## src/hw/rtl/assert_macros.svh

```systemverilog
// Assertion helpers shared by the RTL modules.
// Each macro expects clk_i and rst_ni in the scope where it is used.
`ifndef ASSERT_MACROS_SVH
`define ASSERT_MACROS_SVH

// Property holds at every clock edge outside reset.
`define ASSERT_ALWAYS(label, prop) \
  label: assert property (@(posedge clk_i) disable iff (!rst_ni) (prop)) \
    else $error("assertion failed");

// When ante holds, cons holds in the next cycle.
`define ASSERT_NEXT(label, ante, cons) \
  label: assert property (@(posedge clk_i) disable iff (!rst_ni) (ante) |=> (cons)) \
    else $error("assertion failed");

`endif

```

## src/hw/rtl/sfr_pkg.sv

```systemverilog
`default_nettype none

package sfr_pkg;

  localparam int unsigned DataW   = 8;
  localparam int unsigned TickW   = 16;
  localparam int unsigned CfgW    = 16;
  localparam int unsigned StatusW = 2;

  localparam logic [DataW-1:0] StartMark  = 8'h3A;
  localparam logic [TickW-1:0] TimeoutRst = 16'd200;

  // configuration register indexes
  localparam logic CfgDevNum  = 1'b0;
  localparam logic CfgTimeout = 1'b1;

  typedef enum logic [StatusW-1:0] {
    StPayload = 2'd0,
    StCkErr   = 2'd1,
    StShort   = 2'd2
  } status_e;

  // what the word just taken does to the frame
  typedef enum logic [1:0] {
    EvNone  = 2'd0,
    EvShort = 2'd1,
    EvCkErr = 2'd2,
    EvRun   = 2'd3
  } evt_e;

  typedef struct packed {
    logic take;       // input word accepted
    logic load_err;   // load error result into output register
    logic rd_init;    // point read pointer at first payload byte
    logic rd_issue;   // registered memory read at read pointer
    logic load_data;  // load read data into output register
    logic rd_next;    // advance read pointer
  } ctrl_cmd_t;

  typedef struct packed {
    evt_e evt;
    logic out_free;   // output register empty or being taken
    logic rd_last;    // read pointer at final payload byte
  } dp_sts_t;

endpackage

`default_nettype wire

```

## src/hw/rtl/sfr_dp.sv

```systemverilog
`default_nettype none
`include "assert_macros.svh"

module sfr_dp
  import sfr_pkg::*;
#(
  parameter int unsigned BufSize = 64
) (
  input  wire logic               clk_i,
  input  wire logic               rst_ni,
  input  wire logic               cfg_we_i,
  input  wire logic               cfg_idx_i,
  input  wire logic [CfgW-1:0]    cfg_wdata_i,
  input  wire logic               in_func_i,
  input  wire logic [DataW-1:0]   in_byte_i,
  input  wire logic               out_ready_i,
  input  wire ctrl_cmd_t          cmd_i,
  output dp_sts_t                 sts_o,
  output logic                    out_valid_o,
  output status_e                 out_status_o,
  output logic [DataW-1:0]        out_data_o,
  output logic                    out_last_o
);

  localparam int unsigned AddrW = $clog2(BufSize);
  localparam int unsigned FillW = $clog2(BufSize + 1);
  localparam logic [DataW-1:0] MaxLen = DataW'(BufSize - 2);

  // config
  logic [DataW-1:0] dev_q;
  logic [TickW-1:0] timeout_q;

  // frame state
  logic [FillW-1:0] fill_q, fill_d, fill_inc;
  logic [DataW-1:0] sum_q, sum_d, sum_add;
  logic [TickW-1:0] idle_q, idle_d, idle_inc;
  logic [AddrW-1:0] len_q, len_d;
  logic [DataW-1:0] dev_byte_q, dev_byte_d;
  logic             mem_we;
  evt_e             evt;

  // frame store and readout
  logic [DataW-1:0] mem [BufSize];
  logic [DataW-1:0] rdata_q;
  logic [AddrW-1:0] rd_ptr_q;

  // output register
  logic             out_valid_q;
  status_e          out_status_q;
  logic [DataW-1:0] out_data_q;
  logic             out_last_q;
  logic             out_free;
  logic             rd_last;

  always_ff @(posedge clk_i or negedge rst_ni) begin
    if (!rst_ni) begin
      dev_q     <= '0;
      timeout_q <= TimeoutRst;
    end else if (cfg_we_i) begin
      case (cfg_idx_i)
        CfgDevNum:  dev_q     <= cfg_wdata_i[DataW-1:0];
        CfgTimeout: timeout_q <= cfg_wdata_i;
        default:    ;
      endcase
    end
  end

  always_comb begin
    fill_d     = fill_q;
    sum_d      = sum_q;
    idle_d     = idle_q;
    len_d      = len_q;
    dev_byte_d = dev_byte_q;
    evt        = EvNone;
    mem_we     = 1'b0;
    idle_inc   = (&idle_q) ? idle_q : idle_q + TickW'(1);
    fill_inc   = fill_q + FillW'(1);
    sum_add    = sum_q + in_byte_i;
    if (in_func_i) begin
      idle_d = idle_inc;
      if (fill_q != '0 && idle_inc > timeout_q) begin
        fill_d = '0;
        sum_d  = '0;
      end
    end else begin
      idle_d = '0;
      if (fill_q == '0) begin
        if (in_byte_i == StartMark) begin
          fill_d = FillW'(1);
          sum_d  = '0;
        end
      end else if (fill_q == FillW'(1)) begin
        if (in_byte_i > MaxLen) begin
          fill_d = '0;
          sum_d  = '0;
        end else begin
          len_d  = in_byte_i[AddrW-1:0];
          fill_d = FillW'(2);
          sum_d  = in_byte_i;
          if (in_byte_i == '0) begin
            evt    = EvShort;
            fill_d = '0;
            sum_d  = '0;
          end
        end
      end else begin
        mem_we = 1'b1;
        fill_d = fill_inc;
        sum_d  = sum_add;
        if (fill_q == FillW'(2)) begin
          dev_byte_d = in_byte_i;
        end
        if (fill_inc == FillW'(len_q) + FillW'(2)) begin
          fill_d = '0;
          sum_d  = '0;
          if (len_q < AddrW'(3)) begin
            evt = EvShort;
          end else if (sum_add != '0) begin
            evt = EvCkErr;
          end else if (dev_byte_q == dev_q) begin
            evt = EvRun;
          end
        end
      end
    end
  end

  always_ff @(posedge clk_i or negedge rst_ni) begin
    if (!rst_ni) begin
      fill_q <= '0;
      sum_q  <= '0;
      idle_q <= '0;
    end else if (cmd_i.take) begin
      fill_q <= fill_d;
      sum_q  <= sum_d;
      idle_q <= idle_d;
    end
  end

  always_ff @(posedge clk_i) begin
    if (cmd_i.take) begin
      len_q      <= len_d;
      dev_byte_q <= dev_byte_d;
    end
  end

  always_ff @(posedge clk_i) begin
    if (cmd_i.take && mem_we) begin
      mem[fill_q[AddrW-1:0]] <= in_byte_i;
    end
  end

  always_ff @(posedge clk_i) begin
    if (cmd_i.rd_issue) begin
      rdata_q <= mem[rd_ptr_q];
    end
  end

  always_ff @(posedge clk_i) begin
    if (cmd_i.rd_init) begin
      rd_ptr_q <= AddrW'(3);
    end else if (cmd_i.rd_next) begin
      rd_ptr_q <= rd_ptr_q + AddrW'(1);
    end
  end

  assign rd_last  = (rd_ptr_q == len_q);
  assign out_free = !out_valid_q || out_ready_i;

  always_ff @(posedge clk_i or negedge rst_ni) begin
    if (!rst_ni) begin
      out_valid_q <= 1'b0;
    end else if (cmd_i.load_err || cmd_i.load_data) begin
      out_valid_q <= 1'b1;
    end else if (out_ready_i) begin
      out_valid_q <= 1'b0;
    end
  end

  always_ff @(posedge clk_i) begin
    if (cmd_i.load_err) begin
      out_status_q <= (evt == EvShort) ? StShort : StCkErr;
      out_data_q   <= '0;
      out_last_q   <= 1'b1;
    end else if (cmd_i.load_data) begin
      out_status_q <= StPayload;
      out_data_q   <= rdata_q;
      out_last_q   <= rd_last;
    end
  end

  assign sts_o.evt      = evt;
  assign sts_o.out_free = out_free;
  assign sts_o.rd_last  = rd_last;

  assign out_valid_o  = out_valid_q;
  assign out_status_o = out_status_q;
  assign out_data_o   = out_data_q;
  assign out_last_o   = out_last_q;

  `ASSERT_ALWAYS(a_fill_bound, fill_q <= FillW'(BufSize))
  `ASSERT_ALWAYS(a_load_needs_room, !(cmd_i.load_err || cmd_i.load_data) || out_free)
  `ASSERT_ALWAYS(a_rd_in_payload, !cmd_i.rd_issue || (rd_ptr_q >= AddrW'(3) && rd_ptr_q <= len_q))

endmodule

`default_nettype wire

```

## config.mk

```make
export PLATFORM = sky130hd
export DESIGN_NAME = sfr_dp
export DESIGN_NICKNAME = d
export VERILOG_FILES = /design/src/hw/rtl/sfr_pkg.sv /design/src/hw/rtl/sfr_dp.sv
export VERILOG_INCLUDE_DIRS = /design/src /design/src/hw/rtl
export SDC_FILE = /design/constraint.sdc
export NUM_CORES = 1
export LEC_CHECK = 0
export ABC_AREA = 1
export BUFFER_PORTS_ARGS = -buffer_cell sky130_fd_sc_hd__buf_4
export CAP_MARGIN = 25
export CORE_AREA = 2 2 202 204
export CTS_BUF_LIST = sky130_fd_sc_hd__clkbuf_8
export DETAILED_ROUTE_END_ITERATION = 16
export DIE_AREA = 0 0 204 206
export PLACE_DENSITY = 0.87
export SLEW_MARGIN = 10
export SYNTH_ARGS = -nofsm -noshare
export SYNTH_HDL_FRONTEND = slang
export SYNTH_SLANG_ARGS = --single-unit
```

## constraint.sdc

```tcl
create_clock -name clk_i -period 3.7 [get_ports clk_i]
set_input_delay 0.37 -clock clk_i [delete_from_list [all_inputs] [get_ports clk_i]]
set_output_delay 0.37 -clock clk_i [all_outputs]
set_load 0.05 [all_outputs]
```

==> results.tsv <==
stage	metric	value	unit
placed_design	Setup WS pre-CTS	0.4597	ns
sta	Slew @ Worst Pin	0.9792	ns
die	row cnt	74	
route	DR vias	18390	
logic_synthesis	FF+latch count, synth	607	
logic_synthesis	Netlist cell types	44	
layout	commonest non-fill, non-tap cell in the layout	edfxtp_1	
sta	clock skew	0.04682	ns
outcome	status	completed	
power	pwr dens	499.5	nW/um^2
sta	fmax	287.5	MHz
sta	hold slack	0.03412	ns
layout	area growth from synthesis to layout	12.04	%
sta	final period utilization	0.9399	
sta	final worst slack	0.2223	ns
die	die area	42020	sq um
placed_design	number of port buffers	51	
layout	fillers	2529	
clocking	clk root buf	clkbuf_8	
clocking	Clock transition at path regs	0.06	ns
clocking	Clock Path Buffers	3	
worst_setup_path	Required @ worst endpoint	3.33	ns
worst_setup_path	WS Path Type	reg -> out	
route	per-cell routed wire length	22.43	um
route	TritonRoute pass-1 iters	9	
clocking	CTS tree	done	
worst_setup_path	worst setup path startpoint	fill_q[1]$_DFFE_PN0P_	
clocking	cts bufs inserted	93	
global_route	vias in the first global route	18470	
worst_setup_path	CP startpoint kind	flip-flop	
sta	RSZ-0062 raised after global routing	no	
die	# IOs	52	
route	post-route ant nets	0	
sta	setup TNS	0	ns
layout	fraction of layout cells with a size suffix above 1	0.1130	
global_route	initial antenna violation count	0	
logic_synthesis	YS warnings	0	
logic_synthesis	Net Count, Synth	2265	
clocking	H-tree depth	3	
die	Initial Util	0.6388	
worst_setup_path	R2R Path Start	idle_q[0]$_DFFE_PN0P_	
route	initial drt markers	2493	
layout	final core occ	0.7157	
layout	post-route cell area	28760	sq um
layout	highest-count cells in the layout ignoring fill and taps	edfxtp_1 (536), nor2_1 (373), o21ai_0 (303), nand2_1 (249), inv_1 (159)	
route	DR vias/cell	6.292	
global_route	first-pass GRT wire length	100200	um
global_route	largest net degree at the start of global routing	120	
power	Max rail drop VDD	0.2826	mV
sta	Final Hold Viols	0	
die	die span in y	206	um
worst_setup_path	CP arrival	3.11	ns
die	core area	40180	sq um
power	leak pwr	10.30	nW
worst_setup_path	CP max FO	10	
global_route	remaining global-route overflow	0	
logic_synthesis	synthesized cell area	25670	sq um
die	width of the die	204	um
clocking	clk_lat worst skew	0.67	ns
layout	Nets	2382	
worst_hold_path	HP Start	cfg_wdata_i[0]	
worst_hold_path	HP Class	in -> reg	
route	Remaining DRCs	0	
layout	multi-input combinational cell area	6928	sq um
sta	max-slew violations	0	
sta	fin crit period	3.478	ns
sta	Setup Viol. Count Final	0	
global_route	total global-route track usage	0.3151	
placed_design	dpl hpwl	40280	um
worst_setup_path	crit end category	output pin	
layout	FF/Latch Area	17810	sq um
logic_synthesis	post-synthesis sequential area ratio	0.6935	
placed_design	Post-Place Cell Area	26820	sq um
placed_design	RD Place Congestion	0.9985	
run	max cap viols	0	
sta	slew margin rel.	0.3464	
clocking	CTS Sinks	607	
logic_synthesis	Cells after Synth	2198	
route	DRT Wirelength	65580	um
logic_synthesis	Syn Area/Cell	11.68	sq um
==> through the flow <==
stage / cells / power (W)
2_1_floorplan: 2198 / 0.008711
3_3_place_gp: 2728 / 0.009197
3_5_place_dp: 2728 / 0.009274
4_1_cts: 2917 / 0.01432
5_1_grt: 2921 / 0.01482
6_report: 2923 / 0.01437
==> routing by layer <==
| metal | up-vias | GRT usage | share of wire |
|---|---|---|---|
| met4 | 0 | 0.1612 | 0.044 |
| met1 | 8770 | 0.3954 | 0.36 |
| met3 | 206 | 0.08467 | 0.11 |
| li1 | 8180 | - | - |
| met5 | - | 0 | 0 |
| met2 | 1235 | 0.5092 | 0.48 |
==> cells in the mapped netlist, drive strengths merged <==
cell | instances | area, sq um
a21boi | 1 | 7.510
o21bai | 1 | 7.510
nor3 | 8 | 40.04
clkbuf | 109 | 410.4
o221ai | 50 | 437.9
buf | 14 | 67.56
nor4 | 7 | 43.79
xor2 | 21 | 183.9
nor3b | 1 | 7.510
dfxtp | 15 | 300.3
a22o | 8 | 70.07
dfstp | 3 | 78.83
fa | 1 | 20.02
nand3 | 74 | 370.4
o41ai | 1 | 8.760
clkinv | 3 | 11.26
o22ai | 87 | 544.3
inv | 120 | 455.4
a21oi | 33 | 165.2
o211ai | 14 | 105.1
o21ai | 306 | 1531
or2 | 8 | 50.05
nor2 | 380 | 1473
a31oi | 7 | 43.79
xnor2 | 7 | 61.31
ha | 30 | 375.4
o31ai | 2 | 15.01
nand2 | 250 | 945.9
nand3b | 3 | 22.52
dfrtp | 53 | 1326
nand4 | 45 | 392.9
edfxtp | 536 | 16100
==> critical path: stages (launching register included) <==
cell and delay (ns):
dfrtp_1 0.36, buf_4 0.18, inv_1 0.33, ha_1 0.34, nand2_1 0.08, nand2_1 0.06, nor2_1 0.13, nand4_2 0.14
nor2_4 0.30, nand2_1 0.11, a21boi_0 0.18, buf_4 0.23
==> timing repair <==
| action | 4_1_cts | 5_1_grt |
|---|---|---|
| buffers inserted | 0 | 3 |
| gates resized for setup | 0 | 1 |
| hold buffers | 20 | 0 |
| endpoints found under the hold margin | 87 | 0 |
| endpoints found under the setup margin | 0 | 2 |
==> flip-flops by register name, indices dropped and copies added, names as in the netlist, 2 cells and up <==
name / cells
dev_q: 8
len_q: 6
timeout_q: 16
rd_ptr_q: 6
mem: 512
out_data_o: 8
rdata_q: 8
idle_q: 16
fill_q: 7
out_status_o: 2
dev_byte_q: 8
sum_q: 8
==> cells by family (layout without fill, tap and decap cells) <==
family                     after synthesis  count (layout)  share of synthesized area
and+or+nand+nor                        776             776                     0.1303
adders and majority gates               31              31                    0.01540
xor gates and xnor gates                28              28                   0.009554
AOI/OAI and AO/OA                      510             510                     0.1144
DFF                                    607             607                     0.6935
other                                    0               2                          0
buffers and inverters                  246             437                    0.03680
==> power breakdown <==
| part | total (W) | internal, W | switching, W |
|---|---|---|---|
| Clock | 0.00514 | 0.00262 | 0.00252 |
| Combinational | 0.00158 | 0.000475 | 0.00111 |
| Sequential | 0.00765 | 0.00756 | 0.0000862 |
==> area by class of cell <==
type,instances,share of cell area
Sequential cell,607,0.6193
Multi-Input combinational cell,1345,0.2409
Clock buffer,96,0.04594
Timing Repair Buffer,145,0.04081
Tap cell,532,0.02315
Inverter,123,0.01640
Clock inverter,73,0.01331
Antenna cell,2,0.0001740
==> path summary, 6_finish.rpt <==
| check | depth (start not counted) | end | slack, ns |
|---|---|---|---|
| max | 11 | sts_o[2] | 0.22 |
| min | 3 | timeout_q[0]$_DFFE_PN0P_ | 0.03 |
| max reg2reg | 23 | fill_q[5]$_DFFE_PN0P_ | 0.40 |
| min reg2reg | 1 | out_data_o[0]$_SDFFE_PP0P_ | 0.47 |
| max in group asynchronous | 2 | fill_q[0]$_DFFE_PN0P_ | 2.85 |
| min in group asynchronous | 2 | sum_q[2]$_DFFE_PN0P_ | 0.31 |
No activity file was read; power rests on OpenSTA's default activity.
