--- src/hw/rtl/assert_macros.svh ---
// Assertion helpers shared by the RTL modules.
// Each macro expects clk_i and rst_ni in the scope where it is used.
`ifndef ASSERT_MACROS_SVH
`define ASSERT_MACROS_SVH

// Property holds at every clock edge outside reset.
`define ASSERT_ALWAYS(label, prop) \
  label: assert property (@(posedge clk_i) disable iff (!rst_ni) (prop)) \
    else $error("assertion failed");

// When ante holds, cons holds in the next cycle.
`define ASSERT_NEXT(label, ante, cons) \
  label: assert property (@(posedge clk_i) disable iff (!rst_ni) (ante) |=> (cons)) \
    else $error("assertion failed");

`endif

--- src/hw/rtl/sfr_pkg.sv ---
`default_nettype none

package sfr_pkg;

  localparam int unsigned DataW   = 8;
  localparam int unsigned TickW   = 16;
  localparam int unsigned CfgW    = 16;
  localparam int unsigned StatusW = 2;

  localparam logic [DataW-1:0] StartMark  = 8'h3A;
  localparam logic [TickW-1:0] TimeoutRst = 16'd200;

  // configuration register indexes
  localparam logic CfgDevNum  = 1'b0;
  localparam logic CfgTimeout = 1'b1;

  typedef enum logic [StatusW-1:0] {
    StPayload = 2'd0,
    StCkErr   = 2'd1,
    StShort   = 2'd2
  } status_e;

  // what the word just taken does to the frame
  typedef enum logic [1:0] {
    EvNone  = 2'd0,
    EvShort = 2'd1,
    EvCkErr = 2'd2,
    EvRun   = 2'd3
  } evt_e;

  typedef struct packed {
    logic take;       // input word accepted
    logic load_err;   // load error result into output register
    logic rd_init;    // point read pointer at first payload byte
    logic rd_issue;   // registered memory read at read pointer
    logic load_data;  // load read data into output register
    logic rd_next;    // advance read pointer
  } ctrl_cmd_t;

  typedef struct packed {
    evt_e evt;
    logic out_free;   // output register empty or being taken
    logic rd_last;    // read pointer at final payload byte
  } dp_sts_t;

endpackage

`default_nettype wire

--- src/hw/rtl/sfr_ctrl.sv ---
`default_nettype none
`include "assert_macros.svh"

module sfr_ctrl
  import sfr_pkg::*;
(
  input  wire logic      clk_i,
  input  wire logic      rst_ni,
  input  wire logic      in_valid_i,
  input  wire dp_sts_t   sts_i,
  output logic           in_ready_o,
  output ctrl_cmd_t      cmd_o
);

  typedef enum logic [2:0] {
    SIdle = 3'b001,
    SRead = 3'b010,
    SLoad = 3'b100
  } state_e;

  state_e state_q, state_d;
  logic   take;

  assign in_ready_o = (state_q == SIdle) && sts_i.out_free;
  assign take       = in_valid_i && in_ready_o;

  always_comb begin
    state_d    = state_q;
    cmd_o      = '0;
    cmd_o.take = take;
    case (state_q)
      SIdle: begin
        if (take) begin
          if (sts_i.evt == EvShort || sts_i.evt == EvCkErr) begin
            cmd_o.load_err = 1'b1;
          end else if (sts_i.evt == EvRun) begin
            cmd_o.rd_init = 1'b1;
            state_d       = SRead;
          end
        end
      end
      SRead: begin
        cmd_o.rd_issue = 1'b1;
        state_d        = SLoad;
      end
      SLoad: begin
        if (sts_i.out_free) begin
          cmd_o.load_data = 1'b1;
          if (sts_i.rd_last) begin
            state_d = SIdle;
          end else begin
            cmd_o.rd_next = 1'b1;
            state_d       = SRead;
          end
        end
      end
      default: begin
        state_d = SIdle;
      end
    endcase
  end

  always_ff @(posedge clk_i or negedge rst_ni) begin
    if (!rst_ni) begin
      state_q <= SIdle;
    end else begin
      state_q <= state_d;
    end
  end

  `ASSERT_NEXT(a_run_starts_drain, take && sts_i.evt == EvRun, state_q == SRead)
  `ASSERT_ALWAYS(a_no_take_in_drain, state_q == SIdle || !take)
  `ASSERT_ALWAYS(a_state_onehot, $onehot(state_q))

endmodule

`default_nettype wire

--- config.mk ---
export PLATFORM = sky130hd
export DESIGN_NAME = sfr_ctrl
export DESIGN_NICKNAME = d
export VERILOG_FILES = /design/src/hw/rtl/sfr_pkg.sv /design/src/hw/rtl/sfr_ctrl.sv
export VERILOG_INCLUDE_DIRS = /design/src /design/src/hw/rtl
export SDC_FILE = /design/constraint.sdc
export NUM_CORES = 1
export LEC_CHECK = 0
export ABC_AREA = 1
export BUFFER_PORTS_ARGS = -buffer_cell sky130_fd_sc_hd__buf_2
export CAP_MARGIN = 10
export CORE_AREA = 2 2 39 41
export CTS_CLUSTER_DIAMETER = 100
export CTS_CLUSTER_SIZE = 40
export DETAILED_ROUTE_END_ITERATION = 7
export DIE_AREA = 0 0 41 43
export PLACE_DENSITY = 0.51
export SLEW_MARGIN = 40
export SYNTH_ARGS = -nofsm -noshare
export SYNTH_HDL_FRONTEND = slang
export SYNTH_SLANG_ARGS = --single-unit
--- constraint.sdc ---
create_clock -name clk_i -period 1.2 [get_ports clk_i]
set_clock_uncertainty 0.05 [all_clocks]
set_input_delay 0.06 -clock clk_i [delete_from_list [all_inputs] [get_ports clk_i]]
set_output_delay 0.06 -clock clk_i [all_outputs]
set_load 0.02 [all_outputs]
==> run summary, run 1 <==
Status: complete, but fails checks
Failing checks: negative setup slack
Setup WS post-layout: -0.173 ns
Crit-path cells: nand3_4 > nor2_4 > nand2_4 > nor2_4 > buf_6
TritonCTS clock tree: done
CP arrival: 1.26 ns
CTS sink count: 3
CTS buffer count: 3
LEAKAGE: 0.274 nW
Area Growth Syn to Fin: 96.3%
Crit-path leading delay family: flip-flops
Port bufs: 13
Library cells used by synthesis: 18
Clock Path Buffers: 2
Total Wirelength: 708 µm
Largest register FFs: 3
Count of final hold-check violations: 0
Syn Area/Cell: 6.82 µm²
Clk root buf: clkbuf_4
Fin crit share: 1.14
Initial antenna violation count: 0
Area used by multi-input combinational logic: 223 µm²
Worst-path clk slew: 0.04 ns
Layout cell share with drive strength beyond 1: 0.619
Design Power: 1.16 mW
GRT Util Overall: 0.101
Grt ovf: 0
DRT antenna net count: 0
Startpoint Class: flip-flop
Pwr dens: 2170 nW/µm²
Core Area: 1380 µm²
RR Endpoint: state_q[1]
First-pass GRT wire length: 1140 µm
#FFs+latches synth: 3
R2R cell count: 6
Final setup vio count: 10
Clk Latency, worst-skew pair: 0.24 ns
Largest Register: state_q
Max_cap viols: 0
Post-synth ARST share: 1.00
Type of the worst setup path: flip-flop to output pin
GP Congestion: 0.738
Main flop type after synthesis: dfrtp_1
Worst Hold Class: input port to async pin
Slowest-stage cell, CP: dfstp_2
CP max stage delay: 0.55 ns
Mapped Nets: 48
Vias in the first global route: 296
Largest area contributor in the netlist: dfrtp_1
Ports: 14
Die area: 1760 µm²
Via count: 318
Syn. warnings: 0
Die X: 41 µm
Fillcell total: 148
Least-Margin Pin Slew: 0.184 ns
FMAX: 0.728 GHz
H-tree depth: 1
Pre-antenna DRT Iters: 2
R2R setup slack: -0.07 ns
DRC: 0
Crit path max fanout: 3
Post-synth top area share: 0.183
Max-slew headroom: 0.877
Register area: 76.3 µm²
Worst EP required: 1.09 ns
Commonest non-fill, non-tap cells in the layout: buf_4 (8), inv_1 (7), buf_2 (6)
RSZ-0062 raised after global routing: true
Ant diodes: 0
Buffers & Inverters on Critical Path: 1
Commonest non-fill, non-tap cell in the layout: buf_4
Seq/Total Area, Yosys: 0.280
Vert. Die Dim: 43 µm
Setup TNS: -1.23 ns
Vias per cell: 4.03
Largest net degree at the start of global routing: 5
Worst Setup End Kind: output pin
Routed WL per cell: 8.96 µm
# rows: 14
DP HPWL: 520 µm
Reg2Reg Launch Point: state_q[0]
Final Net Count: 72
Slew Limit Fails: 0
Most used cell, CP: nor2_4
Peak VDD IR: 1.11 mV
Initial DRC Count: 1
Final Critical Period: 1.37 ns
Top Registers: state_q: 3 flops
Initial Util: 0.197
EDFF count, synth: 0
Top post-synthesis cells by area: dfrtp_1 (18%), inv_1 (11%), dfstp_2 (9.6%), nor2_1 (8.3%), nand3_2 (7.3%)
Post-synthesis instance total: 40
Mapped cell area: 273 µm²
-- what timing repair did --
action / in CTS / in global routing
hold buffers: 1 / 0
endpoints found under the setup margin: 9 / 10
gates resized for setup: 14 / 6
endpoints found under the hold margin: 3 / 0
setup buffers: 1 / 1
pin swaps: 4 / 1
-- synthesized netlist by cell type (2+ instances only) --
| master | instances |
|---|---|
| nor2_1 | 6 |
| a21oi_1 | 2 |
| dfrtp_1 | 2 |
| nand3_2 | 2 |
| nor2_2 | 3 |
| inv_1 | 8 |
| nand3_1 | 2 |
| nand2_1 | 5 |
-- layout make-up --
type | count | area share
Clock buffer | 4 | 0.0491
Inverter | 9 | 0.0631
Multi-Input combinational cell | 27 | 0.416
Sequential cell | 3 | 0.143
Tap cell | 16 | 0.0374
Timing Repair Buffer | 20 | 0.292
-- worst max path at each step --
| stage | end | slack, ns | cells past startpoint | start |
|---|---|---|---|---|
| floorplan | cmd_o[3] | -0.1 | 4 | state_q[0] |
| global placement | cmd_o[4] | -0.01 | 5 | state_q[0] |
| detailed placement | cmd_o[4] | -0.03 | 5 | state_q[0] |
| CTS | cmd_o[3] | -0.17 | 5 | state_q[0] |
| global route | cmd_o[4] | -0.21 | 5 | state_q[0] |
| finish | cmd_o[3] | -0.17 | 5 | state_q[0] |
-- where the power goes --
part / total (mW) / leakage (nW) / internal [mW] / switching, mW
Clock: 0.183 / 0.0150 / 0.125 / 0.0579
Combinational: 0.783 / 0.222 / 0.360 / 0.423
Sequential: 0.196 / 0.0372 / 0.159 / 0.0362
-- worst register-to-register path, cell delays in order, from the launching register on --
cell	delay, ns
dfstp_2	0.55
buf_4	0.14
nand2_1	0.06
nor2_2	0.15
o21ai_2	0.08
nand3_2	0.08
a21oi_1	0.05
-- metrics by stage --
step	worst slack (ns)	util	cell area [µm²]	instances	hold WS, ns
final	-0.173	0.387	536	79	0.0967
after global placement	-0.0148	0.297	410	72	-0.191
after CTS	-0.170	0.363	503	78	0.0874
after detailed placement	-0.0261	0.297	410	72	-0.192
after floorplan	-0.0952	-	307	40	-0.286
after global routing	-0.208	0.387	536	79	0.126
-- cell families (layout without fill, tap and decap cells) --
| group | after synthesis | after routing | synth area share |
|---|---|---|---|
| buf+inv | 10 | 33 | 0.151 |
| fa+ha+maj | 1 | 1 | 0.0459 |
| compound gates | 4 | 4 | 0.0871 |
| simple gates | 22 | 22 | 0.436 |
| flops | 3 | 3 | 0.280 |
-- per-layer routing --
layer,track usage,up-vias,part of all wire
li1,-,166,-
met1,0.117,141,0.41
met2,0.144,8,0.51
met3,0.0314,3,0.045
met4,0.0800,0,0.034
met5,0,-,0
Power figures use the tool's default switching activity.
==> run 2, diff against run 1 <==
--- a/config.mk
+++ b/config.mk
@@ -6,7 +6,6 @@
 export SDC_FILE = /design/constraint.sdc
 export NUM_CORES = 1
 export LEC_CHECK = 0
-export ABC_AREA = 1
 export BUFFER_PORTS_ARGS = -buffer_cell sky130_fd_sc_hd__buf_2
 export CAP_MARGIN = 10
 export CORE_AREA = 2 2 39 41
@@ -14,7 +13,7 @@
 export CTS_CLUSTER_SIZE = 40
 export DETAILED_ROUTE_END_ITERATION = 7
 export DIE_AREA = 0 0 41 43
-export PLACE_DENSITY = 0.51
+export PLACE_DENSITY = 0.49
 export SLEW_MARGIN = 40
 export SYNTH_ARGS = -nofsm -noshare
 export SYNTH_HDL_FRONTEND = slang
==> run 2 against run 1 <==
Effect of this change: global-route usage decreased by 0.30 points; non-clock buffer count is 1 higher; critical endpoint is now cmd_o[4]; the run still ends with negative setup slack left; register-to-register slack better by 0.03 ns; critical path type unchanged; fmax is 5.1% lower; synthesized area shrank 9.2%; power decreased by 69%.
==> run summary, run 2 <==
Status: complete, but fails checks
Failing checks: negative setup slack
Dpl cell area: 337 µm² (-18%)
Worst Hold Class: input port to flip-flop
RSZ-0062 raised after global routing: true
First-pass GRT wire length: 1060 µm (-7.3%)
Mapped cell area: 248 µm² (-9.2%)
Initial antenna violation count: 0 (unchanged)
Pwr dens: 751 nW/µm² (-65%)
Post-synth ARST share: 1.00 (unchanged)
Top Registers: state_q: 3 flops
Syn. warnings: 0 (unchanged)
Post-synthesis mux area share: 0 (unchanged)
Max_cap viols: 0 (unchanged)
Syn Area/Cell: 10.3 µm² (+51%)
Port bufs: 13 (unchanged)
Main flop type after synthesis: dfrtp_1
Initial DRC Count: 3 (+2)
XOR/XNOR share of the synthesized area: 0 (unchanged)
DP HPWL: 460 µm (-11%)
Setup WS post-layout: -0.246 ns (-0.0732 ns)
Max-slew headroom: 0.889 (+0.0111)
Final core utilization: 0.351 (-0.0362)
Final setup vio count: 9 (-1)
Crit path max fanout: 5 (+2)
Commonest cells post-synth: and3_1 (2), dfrtp_1 (2), nor2b_4 (2), nor3b_1 (2)
# rows: 14 (unchanged)
Largest register FFs: 3 (unchanged)
DRT antenna net count: 0 (unchanged)
Slew Limit Fails: 0 (unchanged)
Die X: 41 µm (unchanged)
Count of final hold-check violations: 0 (unchanged)
Grt ovf: 0 (unchanged)
Total Wirelength: 714 µm (+0.85%)
Fin area: 485 µm² (-9.3%)
Fin crit share: 1.21 (+0.0610)
GP Congestion: 0.696 (-5.7%)
Post-Synth Simple-Gate Area: 0.485 (+0.0491)
Startpoint Class: flip-flop
Vias per cell: 4.22 (+4.8%)
Layout cell share with drive strength beyond 1: 0.729 (+0.110)
Pre-antenna DRT Iters: 4 (+2)
Type of the worst setup path: flip-flop to output pin
EDFF count, synth: 0 (unchanged)
Post-synth top area share: 0.202 (+0.0185)
Largest area contributor in the netlist: dfrtp_1
Post-synthesis instance total: 24 (-40%)
Ant diodes: 0 (unchanged)
Commonest non-fill, non-tap cell in the layout: buf_6
Worst EP required: 1.09 ns (about the same)
Final Critical Period: 1.45 ns (+0.0732 ns)
Least-Margin Pin Slew: 0.167 ns (-0.0169 ns)
DRC: 0 (unchanged)
Initial Util: 0.179 (-0.0181)
Commonest non-fill, non-tap cells in the layout: buf_6 (8), buf_2 (7), buf_4 (5)
Routed WL per cell: 11.2 µm (+24%)
Die area: 1760 µm² (unchanged)
LEAKAGE: 0.217 nW (-21%)
Synth Area in Compound Gates: 0.111 (+0.0240)
TritonCTS clock tree: done
Vert. Die Dim: 43 µm (unchanged)
Final Net Count: 57 (-21%)
Top post-synthesis cells by area: dfrtp_1 (20%), nor2b_4 (11%), dfstp_2 (11%), and4bb_4 (6.6%), nor3b_1 (6.1%)
Clk Latency, worst-skew pair: 0.24 ns (about the same)
FMAX: 0.691 GHz (-5.1%)
CTS sink count: 3 (unchanged)
Vias in the first global route: 266 (-10%)
Clock Path Buffers: 2 (unchanged)
H-tree depth: 1 (unchanged)
Seq/Total Area, Yosys: 0.308 (+0.0283)
Worst Setup End Kind: output pin
Library cells used by synthesis: 20 (+2)
Ports: 14 (unchanged)
#FFs+latches synth: 3 (unchanged)
GRT Util Overall: 0.0977 (-0.00302)
Mapped Nets: 32 (-33%)
CP arrival: 1.34 ns (+0.08 ns)
Clk root buf: clkbuf_4
Peak VDD IR: 0.236 mV (-79%)
Via count: 270 (-15%)
Worst-path clk slew: 0.04 ns (about the same)
Largest net degree at the start of global routing: 6 (+1)
Area share of fa/ha/maj cells after synthesis: 0.0505 (+0.00463)
Place WS: -0.0568 ns (-0.0307 ns)
Area Growth Syn to Fin: 96.0%
CTS buffer count: 3 (unchanged)
Largest family of logic cells by synthesized area: simple AND/OR/NAND/NOR gates
Core Area: 1380 µm² (unchanged)
Largest Register: state_q
==> run 2: kinds of logic after synthesis <==
family                   after synthesis
AND/OR/NAND/NOR                       14
buffers and inverters                  2
adder cells (fa/ha/maj)                1
flip-flops                             3
AO/OA/AOI/OAI                          4
==> run 2: final timing paths <==
| path | from | to | slack [ns] | cells after the start |
|---|---|---|---|---|
| max | state_q[0] | cmd_o[4] | -0.25 | 3 |
| min | sts_i[1] | state_q[1] | 0.08 | 2 |
| max reg2reg | state_q[0] | state_q[1] | -0.04 | 5 |
| min reg2reg | state_q[1] | state_q[2] | 0.56 | 3 |
| max in group asynchronous | rst_ni | state_q[0] | 0.81 | 2 |
| min in group asynchronous | rst_ni | state_q[2] | 0.09 | 2 |
==> run 2: layout make-up <==
cell class                      count  area, µm²
Tap cell                           16       20.0
Timing Repair Buffer               21        173
Inverter                            1       3.75
Multi-Input combinational cell     19        185
Fill cell                         147        898
Sequential cell                     3       77.6
Clock buffer                        4       26.3
==> run 2: layer usage <==
layer | routed length [µm] | global-route usage | up-vias
li1 | - | - | 133
met1 | 281 | 0.0974 | 119
met2 | 372 | 0.144 | 15
met3 | 36 | 0.0314 | 3
met4 | 23 | 0.100 | 0
met5 | 0 | 0 | -
==> run 2: repair_timing <==
action,in CTS,in global routing
buffers inserted,5,1
setup endpoints to repair,7,9
endpoints found under the hold margin,3,0
resized for setup,16,4
gates cloned,0,0
pin swaps,4,2
hold buffers,1,0
==> run 2: critical path, cell delays in order, from the launching register on <==
cell and delay (ns):
dfstp_2 0.54, and4bb_4 0.26, and3_4 0.18, buf_6 0.11
==> run 2: power breakdown <==
group	total [mW]	internal (mW)	switching, mW
registers	0.106	0.104	0.00165
clock network	0.184	0.125	0.0594
logic	0.0747	0.0410	0.0337
total	0.365	0.270	0.0947
==> run 2: stage by stage <==
stage                     instances  setup TNS (ns)  hold slack, ns  power, mW
final                            64           -1.21          0.0776      0.365
after global routing             64           -1.52          0.0825      0.377
after CTS                        63           -1.13          0.0760      0.364
after detailed placement         53         -0.0984          -0.190      0.162
after global placement           53         -0.0777          -0.190      0.162
after floorplan                  24         -0.0396          -0.286      0.141
